### src/rtl/core/b64d_pkg.sv
// ----------------------------------------------------------------------------
// b64d_pkg
// Shared types and codes for the base64 fixed length decoder.
// ----------------------------------------------------------------------------
package b64d_pkg;

   typedef struct packed {
      logic [7:0] char_code;
      logic       is_end;
   } req_type;

   typedef struct packed {
      logic       kind;
      logic [7:0] byte_index;
      logic [7:0] byte_value;
      logic [2:0] status;
      logic       last;
   } rsp_type;

   // One queued job: up to three data bytes, or one final status.
   typedef struct packed {
      logic            kind;
      logic [1:0]      count;
      logic [7:0]      start_index;
      logic [2:0][7:0] bytes;
      logic [2:0]      status;
   } job_type;

   localparam logic KIND_DATA   = 1'b0;
   localparam logic KIND_STATUS = 1'b1;

   localparam logic [2:0] ST_OK       = 3'd0;
   localparam logic [2:0] ST_BAD_CHAR = 3'd1;
   localparam logic [2:0] ST_EARLY_PAD = 3'd2;
   localparam logic [2:0] ST_OVERFLOW = 3'd3;
   localparam logic [2:0] ST_PARTIAL  = 3'd4;
   localparam logic [2:0] ST_SHORT    = 3'd5;

endpackage

### src/rtl/core/b64d_front.sv
// ----------------------------------------------------------------------------
// b64d_front
// Classifies characters, gathers groups of four and builds output jobs.
// ----------------------------------------------------------------------------
module b64d_front
   import b64d_pkg::*;
#(
   parameter int OUT_BYTES = 32,
   parameter logic [7:0] LAST_MASK = 8'hFF
) (
   input  logic    clock,
   input  logic    reset,
   input  logic    req_valid,
   input  req_type req_payload,
   input  logic    job_full,
   output logic    accept,
   output logic    job_push,
   output job_type job_data
);

   localparam int PW = $clog2(OUT_BYTES + 1);
   localparam logic [6:0] PAD_SYM = 7'd64;

   logic [2:0][6:0] sym_ff, sym_in;
   logic [1:0]      cnt_ff, cnt_in;
   logic [PW-1:0]   pos_ff, pos_in;
   logic            pad_ff, pad_in;
   logic [2:0]      err_ff, err_in;

   logic [6:0]      sym;
   logic            sym_ok;
   logic            is_ws;
   logic            p2, p3;
   logic [5:0]      c6, d6;
   logic [23:0]     x;
   logic [2:0][7:0] cand;
   logic [1:0]      wanted, n;
   logic [PW-1:0]   room;
   logic            overflow;

   // Map one character to its six-bit value, or '=' to the pad code.
   always_comb begin
      sym    = 7'd0;
      sym_ok = 1'b1;
      if (req_payload.char_code >= "A" && req_payload.char_code <= "Z") begin
         sym = 7'(req_payload.char_code - "A");
      end else if (req_payload.char_code >= "a" && req_payload.char_code <= "z") begin
         sym = 7'(req_payload.char_code - "a") + 7'd26;
      end else if (req_payload.char_code >= "0" && req_payload.char_code <= "9") begin
         sym = 7'(req_payload.char_code - "0") + 7'd52;
      end else if (req_payload.char_code == "+" || req_payload.char_code == "-") begin
         sym = 7'd62;
      end else if (req_payload.char_code == "/" || req_payload.char_code == "_") begin
         sym = 7'd63;
      end else if (req_payload.char_code == "=") begin
         sym = PAD_SYM;
      end else begin
         sym_ok = 1'b0;
      end
   end

   assign is_ws = (req_payload.char_code == 8'h20) || (req_payload.char_code == 8'h09) ||
                  (req_payload.char_code == 8'h0D) || (req_payload.char_code == 8'h0A);

   // Group decode for the completing fourth symbol.
   assign p2 = (sym_ff[2] == PAD_SYM);
   assign p3 = (sym == PAD_SYM);
   assign c6 = p2 ? 6'd0 : sym_ff[2][5:0];
   assign d6 = p3 ? 6'd0 : sym[5:0];
   assign x  = {sym_ff[0][5:0], sym_ff[1][5:0], c6, d6};

   // Compact the bytes to emit: a padded third symbol drops the middle byte.
   assign cand[0] = x[23:16];
   assign cand[1] = p2 ? x[7:0] : x[15:8];
   assign cand[2] = x[7:0];
   assign wanted  = 2'd1 + {1'b0, !p2} + {1'b0, !p3};

   assign room     = PW'(OUT_BYTES) - pos_ff;
   assign overflow = (PW+2)'(room) < (PW+2)'(wanted);
   assign n        = overflow ? 2'(room) : wanted;

   assign accept = req_valid && !job_full;

   always_comb begin
      sym_in   = sym_ff;
      cnt_in   = cnt_ff;
      pos_in   = pos_ff;
      pad_in   = pad_ff;
      err_in   = err_ff;
      job_push = 1'b0;
      job_data = '0;
      if (accept) begin
         if (req_payload.is_end) begin
            job_push       = 1'b1;
            job_data.kind  = KIND_STATUS;
            job_data.count = 2'd1;
            if (err_ff != ST_OK) begin
               job_data.status = err_ff;
            end else if (cnt_ff != 2'd0) begin
               job_data.status = ST_PARTIAL;
            end else if (pos_ff != PW'(OUT_BYTES)) begin
               job_data.status = ST_SHORT;
            end else begin
               job_data.status = ST_OK;
            end
            sym_in = '0;
            cnt_in = 2'd0;
            pos_in = '0;
            pad_in = 1'b0;
            err_in = ST_OK;
         end else if (err_ff == ST_OK && !pad_ff && !is_ws) begin
            if (!sym_ok) begin
               err_in = ST_BAD_CHAR;
            end else if (cnt_ff != 2'd3) begin
               sym_in[cnt_ff] = sym;
               cnt_in         = cnt_ff + 2'd1;
            end else begin
               sym_in = '0;
               cnt_in = 2'd0;
               if (sym_ff[0] == PAD_SYM || sym_ff[1] == PAD_SYM) begin
                  err_in = ST_EARLY_PAD;
               end else begin
                  if (overflow) begin
                     err_in = ST_OVERFLOW;
                  end else if (p2 || p3) begin
                     pad_in = 1'b1;
                  end
                  pos_in = pos_ff + PW'(n);
                  job_push             = (n != 2'd0);
                  job_data.kind        = KIND_DATA;
                  job_data.count       = n;
                  job_data.start_index = 8'(pos_ff);
                  job_data.status      = ST_OK;
                  for (int k = 0; k < 3; k++) begin
                     // Trim the final byte of the image to its used bits.
                     if ((PW+2)'(pos_ff) + (PW+2)'(k) == (PW+2)'(OUT_BYTES - 1)) begin
                        job_data.bytes[k] = cand[k] & LAST_MASK;
                     end else begin
                        job_data.bytes[k] = cand[k];
                     end
                  end
               end
            end
         end
      end
   end

   always_ff @(posedge clock) begin
      if (reset) begin
         sym_ff <= '0;
         cnt_ff <= 2'd0;
         pos_ff <= '0;
         pad_ff <= 1'b0;
         err_ff <= ST_OK;
      end else begin
         sym_ff <= sym_in;
         cnt_ff <= cnt_in;
         pos_ff <= pos_in;
         pad_ff <= pad_in;
         err_ff <= err_in;
      end
   end

endmodule

### src/rtl/core/b64d_fifo.sv
// ----------------------------------------------------------------------------
// b64d_fifo
// Small job queue between the front and back halves.
// ----------------------------------------------------------------------------
module b64d_fifo
   import b64d_pkg::*;
(
   input  logic    clock,
   input  logic    reset,
   input  logic    push,
   input  job_type push_data,
   input  logic    pop,
   output job_type head,
   output logic    full,
   output logic    empty
);

   localparam int DEPTH = 4;
   localparam int AW    = $clog2(DEPTH);

   job_type        mem_ff [DEPTH];
   logic [AW-1:0]  wr_ff, wr_in;
   logic [AW-1:0]  rd_ff, rd_in;
   logic [AW:0]    cnt_ff, cnt_in;
   logic           do_push, do_pop;

   assign full    = (cnt_ff == (AW+1)'(DEPTH));
   assign empty   = (cnt_ff == '0);
   assign do_push = push && !full;
   assign do_pop  = pop && !empty;
   assign head    = mem_ff[rd_ff];

   always_comb begin
      wr_in  = do_push ? wr_ff + AW'(1) : wr_ff;
      rd_in  = do_pop ? rd_ff + AW'(1) : rd_ff;
      cnt_in = cnt_ff + (AW+1)'(do_push) - (AW+1)'(do_pop);
   end

   always_ff @(posedge clock) begin
      if (do_push) begin
         mem_ff[wr_ff] <= push_data;
      end
   end

   always_ff @(posedge clock) begin
      if (reset) begin
         wr_ff  <= '0;
         rd_ff  <= '0;
         cnt_ff <= '0;
      end else begin
         wr_ff  <= wr_in;
         rd_ff  <= rd_in;
         cnt_ff <= cnt_in;
      end
   end

endmodule

### src/rtl/core/b64d_back.sv
// ----------------------------------------------------------------------------
// b64d_back
// Unrolls queued jobs into one registered result per transfer.
// ----------------------------------------------------------------------------
module b64d_back
   import b64d_pkg::*;
(
   input  logic    clock,
   input  logic    reset,
   input  job_type head,
   input  logic    empty,
   output logic    pop,
   output logic    rsp_valid,
   input  logic    rsp_stall,
   output rsp_type rsp_payload
);

   logic       valid_ff, valid_in;
   rsp_type    out_ff, out_in;
   logic [1:0] sub_ff, sub_in;
   logic       load;
   logic       final_elem;

   assign load       = !valid_ff || !rsp_stall;
   assign final_elem = (sub_ff == head.count - 2'd1);
   assign pop        = load && !empty && final_elem;

   always_comb begin
      valid_in = valid_ff;
      out_in   = out_ff;
      sub_in   = sub_ff;
      if (load) begin
         valid_in = !empty;
         if (!empty) begin
            sub_in = final_elem ? 2'd0 : sub_ff + 2'd1;
            out_in.kind = head.kind;
            out_in.last = final_elem;
            if (head.kind == KIND_STATUS) begin
               out_in.byte_index = 8'd0;
               out_in.byte_value = 8'd0;
               out_in.status     = head.status;
            end else begin
               out_in.byte_index = head.start_index + 8'(sub_ff);
               out_in.byte_value = head.bytes[sub_ff];
               out_in.status     = ST_OK;
            end
         end
      end
   end

   always_ff @(posedge clock) begin
      out_ff <= out_in;
      if (reset) begin
         valid_ff <= 1'b0;
         sub_ff   <= 2'd0;
      end else begin
         valid_ff <= valid_in;
         sub_ff   <= sub_in;
      end
   end

   assign rsp_valid   = valid_ff;
   assign rsp_payload = out_ff;

endmodule

### src/rtl/core/base64_fixed_length_decoder.sv
// ----------------------------------------------------------------------------
// base64_fixed_length_decoder
// Streaming base64 decoder into a fixed-length byte image.
// ----------------------------------------------------------------------------
// Throughput: one character per cycle while the job queue has room; the result
//   side moves one result per cycle while rsp_stall is low, through the single
//   output register of the back half. Path: the character that completes a
//   group writes its job into the queue, and the back half then registers
//   each result from the queue head into its output register.
// Reset: synchronous; clears decode state, queue pointers and output valid.
// ----------------------------------------------------------------------------
module base64_fixed_length_decoder
   import b64d_pkg::*;
#(
   parameter int OUT_BYTES  = 32,
   parameter int TOTAL_BITS = 256
) (
   input  logic    clock,
   input  logic    reset,
   input  logic    req_valid,
   output logic    req_stall,
   input  req_type req_payload,
   output logic    rsp_valid,
   input  logic    rsp_stall,
   output rsp_type rsp_payload
);

   // Bits of the final byte that fall inside the image.
   localparam int ALL_BITS    = OUT_BYTES * 8;
   localparam int UNUSED_BITS = (TOTAL_BITS >= ALL_BITS) ? 0 : ALL_BITS - TOTAL_BITS;
   localparam logic [7:0] LAST_MASK =
      (UNUSED_BITS >= 8) ? 8'h00 : 8'((1 << (8 - UNUSED_BITS)) - 1);

   logic    accept;
   logic    job_push;
   job_type job_data;
   job_type job_head;
   logic    job_full;
   logic    job_empty;
   logic    job_pop;

   // Front: classify characters, gather groups, hold decode state.
   b64d_front #(
      .OUT_BYTES (OUT_BYTES),
      .LAST_MASK (LAST_MASK)
   ) u_front (
      .clock       (clock),
      .reset       (reset),
      .req_valid   (req_valid),
      .req_payload (req_payload),
      .job_full    (job_full),
      .accept      (accept),
      .job_push    (job_push),
      .job_data    (job_data)
   );

   // Stall the input only when the job queue has no room.
   assign req_stall = job_full;

   // Queue: decouple group decode from result unrolling.
   b64d_fifo u_fifo (
      .clock     (clock),
      .reset     (reset),
      .push      (job_push && accept),
      .push_data (job_data),
      .pop       (job_pop),
      .head      (job_head),
      .full      (job_full),
      .empty     (job_empty)
   );

   // Back: advance through each job one result per transfer.
   b64d_back u_back (
      .clock       (clock),
      .reset       (reset),
      .head        (job_head),
      .empty       (job_empty),
      .pop         (job_pop),
      .rsp_valid   (rsp_valid),
      .rsp_stall   (rsp_stall),
      .rsp_payload (rsp_payload)
   );

endmodule
### config.mk
export PLATFORM = sky130hd
export DESIGN_NAME = base64_fixed_length_decoder
export DESIGN_NICKNAME = d
export VERILOG_FILES = /design/src/rtl/core/b64d_pkg.sv /design/src/rtl/core/b64d_front.sv /design/src/rtl/core/b64d_fifo.sv /design/src/rtl/core/b64d_back.sv /design/src/rtl/core/base64_fixed_length_decoder.sv
export SDC_FILE = /design/constraint.sdc
export NUM_CORES = 1
export LEC_CHECK = 0
export ABC_AREA = 1
export BUFFER_PORTS_ARGS = -buffer_cell sky130_fd_sc_hd__buf_2
export CORE_MARGIN = 2
export CORE_UTILIZATION = 35
export CTS_CLUSTER_DIAMETER = 120
export CTS_CLUSTER_SIZE = 24
export DETAILED_ROUTE_END_ITERATION = 7
export GPL_TIMING_DRIVEN = 1
export HOLD_SLACK_MARGIN = 0.03
export PLACE_DENSITY = 0.46
export SLEW_MARGIN = 10
export SYNTH_ARGS = -nofsm -noshare
export SYNTH_HDL_FRONTEND = slang
export SYNTH_SLANG_ARGS = --single-unit
export TNS_END_PERCENT = 100
### constraint.sdc
create_clock -name clock -period 13.6 [get_ports clock]
set_input_delay 2.72 -clock clock [delete_from_list [all_inputs] [get_ports clock]]
set_output_delay 2.72 -clock clock [all_outputs]
set_load 0.01 [all_outputs]
# Yosys cells after proc, flatten, opt, wreduce, memory -nomap -nowiden
# Memories as Yosys holds them, arrays and structs flattened. A register that Yosys moved wholly into a read port is not among the register bits.
# Cells that the tools add are included.
[op_classes] add_sub_neg=17 mul=0 n_div=0 order_cmp=10 n_eq_ne=22 shifts=0 mux=69 n_bitwise=1 n_reduce_logical=41
[ops] operator="$mux W38" count=4
[ops] operator="$mux W21" count=4
[ops] operator="$mux W7" count=7
[ops] operator="$mux W6" count=7
[ops] operator="$eq A8 B6 Y1 const B" count=5
[ops] operator="$mux W37" count=1
[ops] operator="$mux W3" count=11
[ops] operator="$mux W32" count=1
[ops] operator="$eq A7 B7 Y1 const B" count=4
[ops] operator="$eq A8 B4 Y1 const B" count=3
[ops] operator="$bwmux W21" count=1
[ops] operator="$mux W1" count=21
[ops] operator="$bmux W8 S2" count=1
[ops] operator="$ge A8 B7 Y1 const B" count=2
[ops] operator="$le A8 B7 Y1 const B" count=2
[ops] operator="$mux W2" count=8
[ops] operator="$mux W8" count=2
[ops] operator="$demux W7 S2" count=1
[ops] operator="$sub A7 B7 Y7 const B" count=2
[ops] operator="$logic_and A1 B1 Y1" count=12
[ops] operator="$reduce_bool A2 Y1" count=5
[ops] operator="$add A2 B1 Y2 const B" count=4
[ops] operator="$add A8 B2 Y8" count=1
[ops] operator="$eq A8 B7 Y1 const B" count=1
[ops] operator="other kinds (31)" count=50
[totals] register_bits=64 latch_bits=0 ramBits=152 mem_bits_ro=0 in_bits=13 output_inout_bits=23 word_cells=178 n_memories=1
[memory_table] name="u_fifo.mem_ff" words=4 width=38 read_ports=1 rd_clocked_by_memory_dff=1 wr=1 line_no="b64d_fifo.sv:21" text="job_type mem_ff [DEPTH];"

# Longest topological paths before layout
[depth] word_depth=23 ltp_mapped=32

# By module
# A second synthesis with hierarchy kept.
[hier_totals] cells_unflattened=1068 hier_area_um2=10344.9
[modules_own_cells] mod="b64d_fifo" n_inst=1 cells_per_inst=437 area_each_um2=6124.6 seq_area_each_um2=4744.6
[modules_own_cells] mod="b64d_front" n_inst=1 cells_per_inst=485 area_each_um2=2962.8 seq_area_each_um2=640.6
[modules_own_cells] mod="b64d_back" n_inst=1 cells_per_inst=144 area_each_um2=1249.9 seq_area_each_um2=690.7
[modules_own_cells] mod="base64_fixed_length_decoder" n_inst=1 cells_per_inst=2 area_each_um2=7.5 seq_area_each_um2=0.0

# Worst setup path before layout
# OpenSTA, ideal clock, no wires.
[synth_timing] path_type="input-to-reg" from="input port req_payload[3] (netlist name)" to="memory u_fifo.mem_ff[0][0] (netlist name) (enable)" setup_ps=485 arrival_time_ps=7878 required_time_ps=13115 setup_slack_ps=5238 cell_stages=23 path_buffers=1 cell_sequence="buf_2 -> inv_1 -> ha_1 -> nand2_1 -> nor3_2 -> inv_2 -> nand3_2 -> nand2_1 -> inv_1 -> nand2_1 -> o21ai_1 -> nand2_1 -> nor3_1 -> ha_1 -> ha_1 -> o21a_1 -> nor2_1 -> nand2_1 -> nor2_1 -> nand3_1 -> nand2_1 -> nand2_2 -> a21boi_0"
[synth_between] elab_chain_len=23 elab_cells_between_ends=58
[synth_lines] element="start: declaration" line_no="base64_fixed_length_decoder.sv:22" text="input req_type req_payload,"
[synth_lines] element="branches (longest 16 deep; another with $sub A7 B6 Y7)"
[synth_lines] element="$mux W1 *" line_no="b64d_front.sv:111" text="end else if (err_ff == ST_OK && !pad_ff && !is_ws) begin"
[synth_lines] element="$mux W1 *" line_no="b64d_front.sv:93" text="if (req_payload.is_end) begin"
[synth_lines] element="$mux W1 *" line_no="b64d_front.sv:92" text="if (accept) begin"
[synth_lines] element="$logic_and A1 B1 Y1 *" line_no="base64_fixed_length_decoder.sv:64" text=".push (job_push && accept),"
[synth_lines] element="$logic_and A1 B1 Y1 *" line_no="b64d_fifo.sv:29" text="assign do_push = push && !full;"
[synth_lines] element="$mux W1 *" line_no="b64d_fifo.sv:40" text="if (do_push) begin"
[synth_lines] element="$mux W1 (not written as such) *" line_no="b64d_fifo.sv:41" text="mem_ff[wr_ff] <= push_data;"
[synth_lines] element="end: declaration" line_no="b64d_fifo.sv:21"
# Every way passes the cells marked *.

# Final worst setup path
[layout_timing] from="input port req_payload[1] (netlist name)" to="memory u_fifo.mem_ff[0][25] (netlist name) (enable)"
# Same word-level chain as after synthesis.

==> impl_metrics.py <==
metrics = {
    "outcome": {
        "run_status": "complete, no violations",
    },
    "sta": {
        "maxSlewViolCount": 0,
        "worstMarginPinSlew_ps": 1110,
        "setup_viol": 0,
        "hold_violations": 0,
        "fin_hold_ws_ps": 459,
        "slew_headroom": 0.258,
        "grt_setup_unrepaired": "no",
        "tns_ps": 0,
        "fin_skew_ps": 15.3,
        "setup_slack_ps": 7020,
        "timing.final.crit_share": 0.484,
        "period_minus_slack_ps": 6580,
        "fmax_mhz": 152,
    },
    "routing": {
        "vias_per_cell": 4.93,
        "wl_per_cell_um": 17.3,
        "ant_nets": 0,
        "wirelength_mm": 23.9,
        "firstDrtPassIters": 5,
        "first_iter_violations": 417,
        "drc": 0,
        "vias": 6820,
    },
    "floorplan": {
        "fp.dieArea_sq_mm": 0.0291,
        "top_level_ports": 36,
        "core-area_sq_mm": 0.0271,
        "dieHeight_um": 170,
        "fp.dieW_um": 170,
        "start_util": 0.358,
        "num_rows": 60,
    },
    "place": {
        "port_buffers": 34,
        "dp_hpwl_mm": 15.3,
        "place_area_sq_mm": 0.0103,
        "post-place-ws_ps": 6470,
        "gp_congestion": 0.907,
        "dp_cells": 1363,
    },
    "setup_path": {
        "required_ps": 13710,
        "crit_fanout": 36,
        "arrival_ps": 6690,
        "critPathLaunchType": "primary input",
        "cp-end-kind": "flop",
        "critPathKind": "in -> reg",
    },
    "yosys": {
        "synth.distinct_cells": 47,
        "syn_avg_cell_area_sq_um": 9.85,
        "synth_top_cells_by_count": "nand2_1, edfxtp_1, nor2_1, inv_1, o21ai_0",
        "synth_edf_count": 164,
        "ys.flop_type": "edfxtp_1",
        "synth_most_common_cell": "nand2_1",
        "yosysTopAreaCellShare": 0.508,
        "synth_cells": 985,
        "yosysSeqAreaShare": 0.598,
        "syn_nets": 1028,
        "ys.warnings.count": 0,
        "synth_top_area_cell": "edfxtp_1",
        "synth_area_sq_mm": 0.00970,
        "async_reset_ff_frac": 0,
        "synth_seq_cells": 208,
        "ys_top_cells_by_area": "edfxtp_1, dfxtp_1, nand2_1",
    },
    "flow_run": {
        "maxCapViolations": 0,
    },
    "power_and_ir_drop": {
        "power_density_mw_per_mm2": 157,
        "vdd_drop_max_mv": 0.0671,
        "p_total_mw": 1.67,
        "p_leak_nw": 4.11,
    },
    "cells_and_area": {
        "fin_nets": 1048,
        "fin_area_sq_mm": 0.0106,
        "areaGrowthSynthToFinish_pct": 9.75,
        "drive_gt1_frac": 0.102,
        "num_antenna_cells": 0,
        "fillCellCount": 2698,
        "fin_util": 0.393,
        "fin_cells": 1383,
    },
    "clock_network": {
        "cts_root_buffer": "clkbuf_16",
        "cts.clk_slew.worst_paths_ps": 110,
        "cts_setup_buffers": 0,
        "clock_sinks": 208,
        "cts-htree-levels": 1,
        "clock_path_buffers": 3,
        "insertion_delay_ps": 470,
        "cts_buffers": 12,
        "cts_tree": "yes",
        "postCtsHoldBufs": 0,
        "cts.repair.resized": 0,
    },
    "grt": {
        "grtUsageTotal": 0.166,
        "grt_pass1_vias": 6439,
        "grt_overflow": 0,
        "antenna_found_initial": 0,
        "grt_pass1_wl_mm": 37.3,
        "grt_start_max_net_pins": 74,
    },
    "min_path": {
        "worstHoldPathType": "reg -> reg",
    },
}
[final timing paths]
kind	start	to	slack [ps]	depth (start not counted)
max	req_payload[1]	u_fifo.mem_ff[0][25]	7020	24
min	u_front.pad_ff	u_front.pad_ff	460	2
max reg2reg	flop	u_fifo.cnt_ff[2]	10060	17
min reg2reg	u_front.pad_ff	u_front.pad_ff	460	2
[cell usage in the layout (no fill, tap or decap), types with 4 or more instances in the layout]
master / count
inv_1: 84
a21oi_1: 52
o21ai_1: 4
nand4_1: 5
o221ai_1: 12
nand3_1: 44
nand2_2: 5
dfxtp_1: 43
buf_4: 10
nor3_1: 9
buf_2: 34
ha_1: 27
inv_2: 9
clkbuf_1: 6
nand2_1: 173
o211ai_1: 5
nor2_1: 146
clkbuf_16: 13
a21boi_4: 4
o21ai_0: 80
nor2_2: 11
edfxtp_1: 164
o22ai_1: 17
xor2_1: 13
[where the power goes]
group | switching (mW) | internal [mW]
Sequential | 0.0285 | 0.772
Clock | 0.207 | 0.180
Combinational | 0.333 | 0.147
Total | 0.568 | 1.10
[cells by family (layout without fill, tap and decap cells)]
family / count (synthesis) / in the layout / synth area share
simple gates: 409 / 409 / 0.179
flops: 208 / 208 / 0.598
compound gates: 193 / 193 / 0.115
buf+inv: 131 / 157 / 0.0539
fa+ha+maj: 30 / 30 / 0.0410
xor+xnor: 13 / 13 / 0.0117
other cells: 1 / 1 / 0.000387
[layer usage]
layer / wire length [um] / vias to the layer above / global-route usage / share of wire
met5: 0 / - / 0 / 0
met4: 259 / 0 / 0.0301 / 0.011
met3: 674 / 18 / 0.0157 / 0.028
met2: 10800 / 109 / 0.268 / 0.45
met1: 12200 / 3294 / 0.246 / 0.51
li1: - / 3399 / - / -
[flip-flops by register name, summed over array words and instances, names as in the netlist, named ones only]
signal / cells
u_back.rsp_payload: 20
u_back.rsp_valid: 1
u_back.sub_ff: 2
u_fifo.cnt_ff: 3
u_fifo.mem_ff: 144
u_fifo.rd_ff: 2
u_fifo.wr_ff: 2
u_front.cand: 8
u_front.cnt_ff: 2
u_front.err_ff: 2
u_front.pad_ff: 1
u_front.pos_ff: 6
u_front.sym_ff: 13
[worst max-delay path: stages]
cell	delay [ps]
buf_2	140
inv_1	150
ha_1	250
nand2_1	120
nor3_2	220
inv_2	90
nand3_2	150
nand2_1	70
inv_1	50
nand2_1	40
o21ai_1	160
nand2_1	130
nor3_1	320
ha_1	230
ha_1	230
o21a_1	100
nor2_1	100
nand2_1	50
nor2_1	160
nand3_1	90
nand2_1	130
nand2_2	220
a21boi_4	200
buf_4	510
[layout make-up]
type                       count  area [sq um]  share of cell area
timing repair buffer          44           245              0.0230
tap                          372           465              0.0437
clock buffer                  19           348              0.0327
sequential                   208          5810               0.545
clock inverter                 1          8.76            0.000823
multi-input combinational    646          3420               0.322
inverter                      93           349              0.0328
Note: power is estimated with default switching activity, not from simulation.
